`config.mk`:
```
export PLATFORM = sky130hd
export DESIGN_NAME = idll_ctrl
export DESIGN_NICKNAME = d
export VERILOG_FILES = /design/src/hw/rtl/idll_pkg.sv /design/src/hw/rtl/idll_ctrl.sv
export SDC_FILE = /design/constraint.sdc
export NUM_CORES = 1
export LEC_CHECK = 0
export BUFFER_PORTS_ARGS = -buffer_cell sky130_fd_sc_hd__buf_2
export CAP_MARGIN = 10
export CELL_PAD_IN_SITES_DETAIL_PLACEMENT = 0
export CELL_PAD_IN_SITES_GLOBAL_PLACEMENT = 1
export CORE_MARGIN = 2
export CORE_UTILIZATION = 29
export CTS_CLUSTER_SIZE = 12
export DETAILED_ROUTE_END_ITERATION = 10
export PLACE_DENSITY_LB_ADDON = 0.25
export SLEW_MARGIN = 20
export SYNTH_ARGS = -nofsm -noshare
export SYNTH_HDL_FRONTEND = slang
export SYNTH_SLANG_ARGS = --single-unit
```
`constraint.sdc`:
```
create_clock -name clk -period 5 [get_ports clk]
set_clock_uncertainty 0.15 [all_clocks]
set_input_delay 0.25 -clock clk [delete_from_list [all_inputs] [get_ports clk]]
set_output_delay 0.25 -clock clk [all_outputs]
set_load 0.02 [all_outputs]
```
`src/hw/rtl/idll_pkg.sv`:
```
// Shared types and codes for the indexed doubly linked list unit.
package idll_pkg;

  localparam int INDEX_W = 11;

  typedef struct packed {
    logic [2:0]         kind;
    logic [INDEX_W-1:0] index;
    logic signed [31:0] item_value;
  } in_item_t;

  typedef struct packed {
    logic signed [31:0] read_value;
    logic [1:0]         status;
  } out_item_t;

  localparam logic [2:0] KIND_READ    = 3'd0;
  localparam logic [2:0] KIND_INS_HD  = 3'd1;
  localparam logic [2:0] KIND_INS_TL  = 3'd2;
  localparam logic [2:0] KIND_INS_AT  = 3'd3;
  localparam logic [2:0] KIND_DELETE  = 3'd4;

  localparam logic [1:0] ST_DONE  = 2'd0;
  localparam logic [1:0] ST_RANGE = 2'd1;
  localparam logic [1:0] ST_FULL  = 2'd2;

  // Controller to datapath commands
  typedef struct packed {
    logic load;       // capture request, start walk at head
    logic step;       // advance current node to fetched forward link
    logic read_done;  // emit read result from fetched data
    logic ins_alloc;  // read free-list link and succ back link, then take slot
    logic ins_link;   // write new node and neighbor links
    logic del_link;   // unlink victim
    logic finish_st;  // emit result with status; read value all ones for a read, else zero
  } ctl_cmd_t;

  // Datapath to controller status
  typedef struct packed {
    logic at_target;
    logic in_range_rd;  // index < count
    logic in_range_ins; // index <= count
    logic full;
    logic at_end;       // index == count
  } dp_stat_t;

endpackage

```
`src/hw/rtl/idll_ctrl.sv`:
```
// Controller state machine sequencing list requests.
module idll_ctrl (
  input  logic               clk,
  input  logic               rst_n,
  input  logic               start,
  input  idll_pkg::in_item_t req,
  input  idll_pkg::dp_stat_t stat,
  output idll_pkg::ctl_cmd_t cmd,
  output logic [1:0]         sub,
  output logic               busy
);

  typedef enum logic [7:0] {
    S_IDLE  = 8'b0000_0001,
    S_DISP  = 8'b0000_0010,
    S_WALK  = 8'b0000_0100,
    S_WAIT  = 8'b0000_1000,
    S_ACT   = 8'b0001_0000,
    S_ALLOC = 8'b0010_0000,
    S_LINK  = 8'b0100_0000,
    S_OUT   = 8'b1000_0000
  } state_t;

  state_t state_r, state_nxt;
  logic [1:0] sub_r, sub_nxt;
  logic [2:0] kind_r;

  // Hold the request kind for branching
  always_ff @(posedge clk) begin
    if (start && !busy) kind_r <= req.kind;
  end

  // Next state and commands
  always_comb begin
    state_nxt = state_r; sub_nxt = sub_r; cmd = '0;
    case (state_r)
      S_IDLE: begin
        if (start) begin
          cmd.load = 1'b1; state_nxt = S_DISP;
        end
      end
      S_DISP: begin
        sub_nxt = '0;
        case (kind_r)
          idll_pkg::KIND_READ, idll_pkg::KIND_DELETE:
            state_nxt = stat.in_range_rd ? S_WALK : S_OUT;
          idll_pkg::KIND_INS_HD, idll_pkg::KIND_INS_TL:
            state_nxt = stat.full ? S_OUT : S_ALLOC;
          idll_pkg::KIND_INS_AT:
            state_nxt = (!stat.in_range_ins || stat.full) ? S_OUT :
                        (stat.at_end ? S_ALLOC : S_WALK);
          default: state_nxt = S_OUT;
        endcase
      end
      // issue read of current node
      S_WALK: begin
        state_nxt = S_WAIT;
      end
      S_WAIT: begin
        if (stat.at_target) begin
          state_nxt = S_ACT;
        end else begin
          cmd.step = 1'b1; state_nxt = S_WALK;
        end
      end
      S_ACT: begin
        case (kind_r)
          idll_pkg::KIND_READ: begin
            cmd.read_done = 1'b1; state_nxt = S_IDLE;
          end
          idll_pkg::KIND_DELETE: begin
            cmd.del_link = 1'b1; sub_nxt = sub_r + 1'b1;
            if (sub_r != 2'd0) state_nxt = S_IDLE;
          end
          default: state_nxt = S_ALLOC;
        endcase
      end
      // sub 0: issue reads of free link and succ back link; sub 1: capture
      S_ALLOC: begin
        cmd.ins_alloc = 1'b1;
        if (sub_r == 2'd0) begin
          sub_nxt = 2'd1;
        end else begin
          sub_nxt = '0; state_nxt = S_LINK;
        end
      end
      S_LINK: begin
        cmd.ins_link = 1'b1; sub_nxt = sub_r + 1'b1;
        if (sub_r != 2'd0) state_nxt = S_IDLE;
      end
      S_OUT: begin
        cmd.finish_st = 1'b1; state_nxt = S_IDLE;
      end
      default: state_nxt = S_IDLE;
    endcase
  end

  always_ff @(posedge clk) begin
    if (!rst_n) begin
      state_r <= S_IDLE; sub_r <= '0;
    end else begin
      state_r <= state_nxt; sub_r <= sub_nxt;
    end
  end

  assign busy = (state_r != S_IDLE);
  assign sub  = sub_r;

`ifndef SYNTH
  a_load_idle: assert property (@(posedge clk) disable iff (!rst_n)
    cmd.load |-> (state_r == S_IDLE))
    else $error("load outside idle");
  a_walk_pair: assert property (@(posedge clk) disable iff (!rst_n)
    (state_r == S_WALK) |=> (state_r == S_WAIT))
    else $error("walk read not followed by wait");
  a_onehot: assert property (@(posedge clk) disable iff (!rst_n)
    $onehot0({cmd.read_done, cmd.finish_st, cmd.load}))
    else $error("conflicting commands");
`endif

endmodule

```
# Yosys cells after proc, flatten, opt, wreduce, memory -nomap -nowiden

Index checks and enable logic that the tools add are counted.

Flip-flop bits (word level): 13
Bits in latches: 0
Memory bits (writable): 0
ROM bits: 0
Bits of input ports: 54
Logic and storage cells: 57
Memories: 0

Add/sub/neg operators: 1
Multipliers: 0
Divide/modulo/power cells: 0
$lt $le $gt $ge: 0
Eq/ne operators: 16
Shift operators: 0
Multiplexer cells: 25
Bitwise operators: 0
Reduce and logical (&&, ||, !) cells: 12

Operators with widths:

| operator                                              | count |
|---|---|
| one-hot mux 8 bit (7 select lines)                    | 1 |
| 2-to-1 mux 8 bit                                      | 6 |
| one-hot mux 8 bit (3 select lines)                    | 1 |
| one-hot mux 8 bit (2 select lines)                    | 1 |
| 2-to-1 mux 1 bit                                      | 12 |
| == test 8 x 1 -> 1 bit, second input constant         | 1 |
| == test 8 x 2 -> 1 bit, second input constant         | 1 |
| == test 8 x 3 -> 1 bit, second input constant         | 1 |
| == test 8 x 4 -> 1 bit, second input constant         | 1 |
| == test 8 x 5 -> 1 bit, second input constant         | 1 |
| == test 8 x 6 -> 1 bit, second input constant         | 1 |
| == test 8 x 7 -> 1 bit, second input constant         | 1 |
| == test 8 bit, second input constant                  | 1 |
| inequality test 8 x 1 -> 1 bit, second input constant | 1 |
| one-hot mux 2 bit (4 select lines)                    | 1 |
| == test 3 x 2 -> 1 bit, second input constant         | 2 |
| 2-to-1 mux 6 bit                                      | 1 |
| 2-to-1 mux 5 bit                                      | 1 |
| inequality test 2 bit, second input constant          | 2 |
| AND reduction 2 bit                                   | 2 |
| nonzero test 4 bit                                    | 1 |
| OR reduction 2 bit                                    | 2 |
| == test 3 x 1 -> 1 bit, second input constant         | 1 |
| == test 3 bit, second input constant                  | 1 |
| 9 further kinds                                       | 10 |

# Longest topological paths before layout

Word-level depth: 5
Depth in mapped cells: 6

# Worst setup path before layout

OpenSTA, ideal clock, no wires.

Kind: flip-flop to output port
From: register state_r[0]
To: output port cmd[0] in the netlist's numbering
Arrival time: 1503 ps
Data required time: 4600 ps
Path slack: 3097 ps
Stages on the path, launching flop included: 3
Buffers on the path: 0
Cell sequence: dfxtp_1 -> or3_1 -> nor4bb_1

RTL lines:

| what                   | line             | source |
|---|---|---|
| from (decl)            | idll_ctrl.sv:24  | `state_t state_r, state_nxt;` |
| from (signal assigned) | idll_ctrl.sv:102 | `state_r <= state_nxt; sub_r <= sub_nxt;` |
| to (decl)              | idll_ctrl.sv:8   | `output idll_pkg::ctl_cmd_t cmd,` |

==> impl_metrics.toml <==
[synthesis]
yosys_warnings = 0
synth_ff_type = "dfxtp_1"
yosysSeqAreaShare_pct = 32.27
synth_edf_count = 3
ys_ff_latch = 13
syn_inst = 109
syn_area_sq_um = 899.6
synthDistinctLibCells = 44
syn_area_per_cell_sq_um = 8.253
syn_nets = 164
async_flop_share_pct = 0

[finish]
multiInputGateArea_sq_um = 540.5
regArea_sq_um = 290.3
final_cells = 163
nets = 186
fillerInstances = 337
areaGrowthSynthToFinish_pct = 16.83
antenna_cells = 0
layout-drive-gt1-share_pct = 20.77

[clock_network]
clock-sinks = 13
max-clock-path-buffers = 2
holdBufCountCts = 3
tritoncts = "yes"
clkLatencyLatePin_ps = 290
htree_levels = 1
cts_buffers = 3
path_clk_slew_ps = 80
cts-root-buf = "clkbuf_4"
cts_resized = 0
post_cts_buffers = 0

[place]
dp.cells = 156
hpwl_microns = 1780
place.gp.congestion = 0.7327
portBuffers = 20

[detailed_routing]
drt-initial-drc-count = 31
avgViaCountPerCell = 5.460
routed_wl_microns = 2351
drc = 0
wl_per_cell_microns = 14.42
dr.pass1.iters = 4
antenna_left = 0
vias = 890

[status]
status = "finished clean"

[global_route]
grt_max_degree = 14
track_usage_pct = 14.68
antenna_found_initial = 0
grt_pass1_wl_microns = 3808
overflow = 0
grt_pass1_vias = 829

[setup_path]
cp_data_required_time_ps = 4600
path_class = "reg2out"
worstSetupStartpointType = "register"
endpoint_kind = "primary output"
crit_arrival_ps = 1880
path_max_fanout = 13

[floorplan]
die_w_microns = 59.70
pin_count = 64
die_area_sq_um = 3563
dieHeight_microns = 59.70
coreArea_sq_um = 3003
rows = 20
start_util_pct = 29.96

[timing]
worstMarginPinSlew_ps = 470.2
setup_tns_ps = 0
max_slew_margin_pct = 68.36
period_needed_ps = 2284
timing.fmax_mhz = 437.8
rsz0062_at_grt = "no"
setup_viol = 0
hold_viol_final = 0
finalCritPeriodShare_pct = 45.68
report.final.slew_viol_count = 0

[power]
cellPowerDensity_nw_per_um2 = 211.9
p_int_w = 0.0001589
p_seq_share_pct = 53.2
p_sw_w = 0.00006384
comb_power_share_pct = 16.4
switching_share_pct = 28.67
ir_drop_uv = 84.94
p_leak_nw = 0.4154
clockPowerShare_pct = 30.4

[hold_path]
hold_path_class = "in2reg"

[job]
drv_cap = 0
## flip-flops by register name, indices dropped and copies added, names as in the netlist
| signal | cells |
|---|---|
| kind_r | 3 |
| sub | 2 |
| state_r | 8 |
## cell usage after synthesis (2+ instances only)
master     n  area, sq um
a21oi_1    2        10.01
buf_6      3        33.78
or3_1      2        12.51
inv_1      6        22.52
and2_1     3        18.77
o21ai_0    4        20.02
nor2_1     8        30.03
nor3_1     9        45.04
edfxtp_1   3        90.09
nor4_1     4        25.02
clkbuf_1   2        7.510
nor2b_1    4        25.02
o211ai_1   3        22.52
nand2_1    9        33.78
and3_1     2        12.51
a21o_1     2        15.01
nor4bb_1   2        20.02
nand3_1    4        20.02
or2b_1     2        15.01
dfxtp_1   10        200.2
o21a_1     2        15.01
## worst max-delay path, cell delays in order (launching register included)
cell and delay (ps):
dfxtp_1 440, nor3_1 450, and2_1 230, and3_1 270, buf_2 200
## per-stage QoR
stage	hold WS [ps]	power, W	util (%)	area, sq um	setup WS [ps]
final	125.3	0.0002227	35.00	1051	2716
after global routing	132.1	0.0002326	35.00	1051	2547
after CTS	124.3	0.0002250	35.00	1051	2722
after detailed placement	283.8	0.0001554	33.13	994.7	3018
after global placement	278.3	0.0001552	33.13	994.7	2998
after floorplan	198.9	0.0001432	-	899.6	3097
## path summary, 6_finish.rpt
check        slack [ps]  cells past startpoint          to       start
max                2720                      4      cmd[6]  state_r[1]
min                 130                      2  state_r[2]       rst_n
max reg2reg        2990                      4      sub[1]  state_r[4]
min reg2reg         350                      2      sub[0]      sub[0]
## power by group through the flow
stage               Clock [W]  Sequential (W)  Combinational [W]
finish              0.0000677        0.000118          0.0000366
global route        0.0000724        0.000119          0.0000409
global placement            0        0.000121          0.0000342
floorplan                   0        0.000117          0.0000266
CTS                 0.0000700        0.000118          0.0000367
detailed placement          0        0.000121          0.0000347
## cell usage in the layout, fill, tap and decap left out, types with 2 or more instances in the layout
| cell | Yosys | final |
|---|---|---|
| a21o_1 | 2 | 2 |
| a21oi_1 | 2 | 2 |
| and2_1 | 3 | 3 |
| and3_1 | 2 | 2 |
| buf_2 | 1 | 20 |
| clkbuf_4 | 0 | 3 |
| dfxtp_1 | 10 | 10 |
| dlygate4sd3_1 | 0 | 3 |
| edfxtp_1 | 3 | 3 |
| inv_1 | 6 | 6 |
| nand2_1 | 9 | 9 |
| nand3_1 | 4 | 4 |
| nor2_1 | 8 | 8 |
| nor2b_1 | 4 | 4 |
| nor3_1 | 9 | 9 |
| nor4_1 | 4 | 4 |
| nor4bb_1 | 2 | 2 |
| o211ai_1 | 3 | 3 |
| o21a_1 | 2 | 2 |
| o21ai_0 | 4 | 4 |
| or2b_1 | 2 | 2 |
| or3_1 | 2 | 2 |
## layer usage
layer	part of all wire (%)	track usage (%)
met5	0	0
met4	2.4	8.571
met3	4.0	2.597
met2	49	22.98
met1	45	18.80
## kinds of logic after synthesis
logic type / synth area share, %
xor+xnor: 1.948
mux: 2.364
compound gates: 18.92
buf+inv: 7.649
simple gates: 35.47
flops: 32.27
fa+ha+maj: 1.391
## layout make-up
cell class	count	area share, %
sequential	13	27.62
inverter	6	2.143
multi-input combinational	84	51.43
timing repair buffer	23	12.38
clock buffer	4	2.500
tap	33	3.929
No activity file was read; power rests on OpenSTA's default activity.
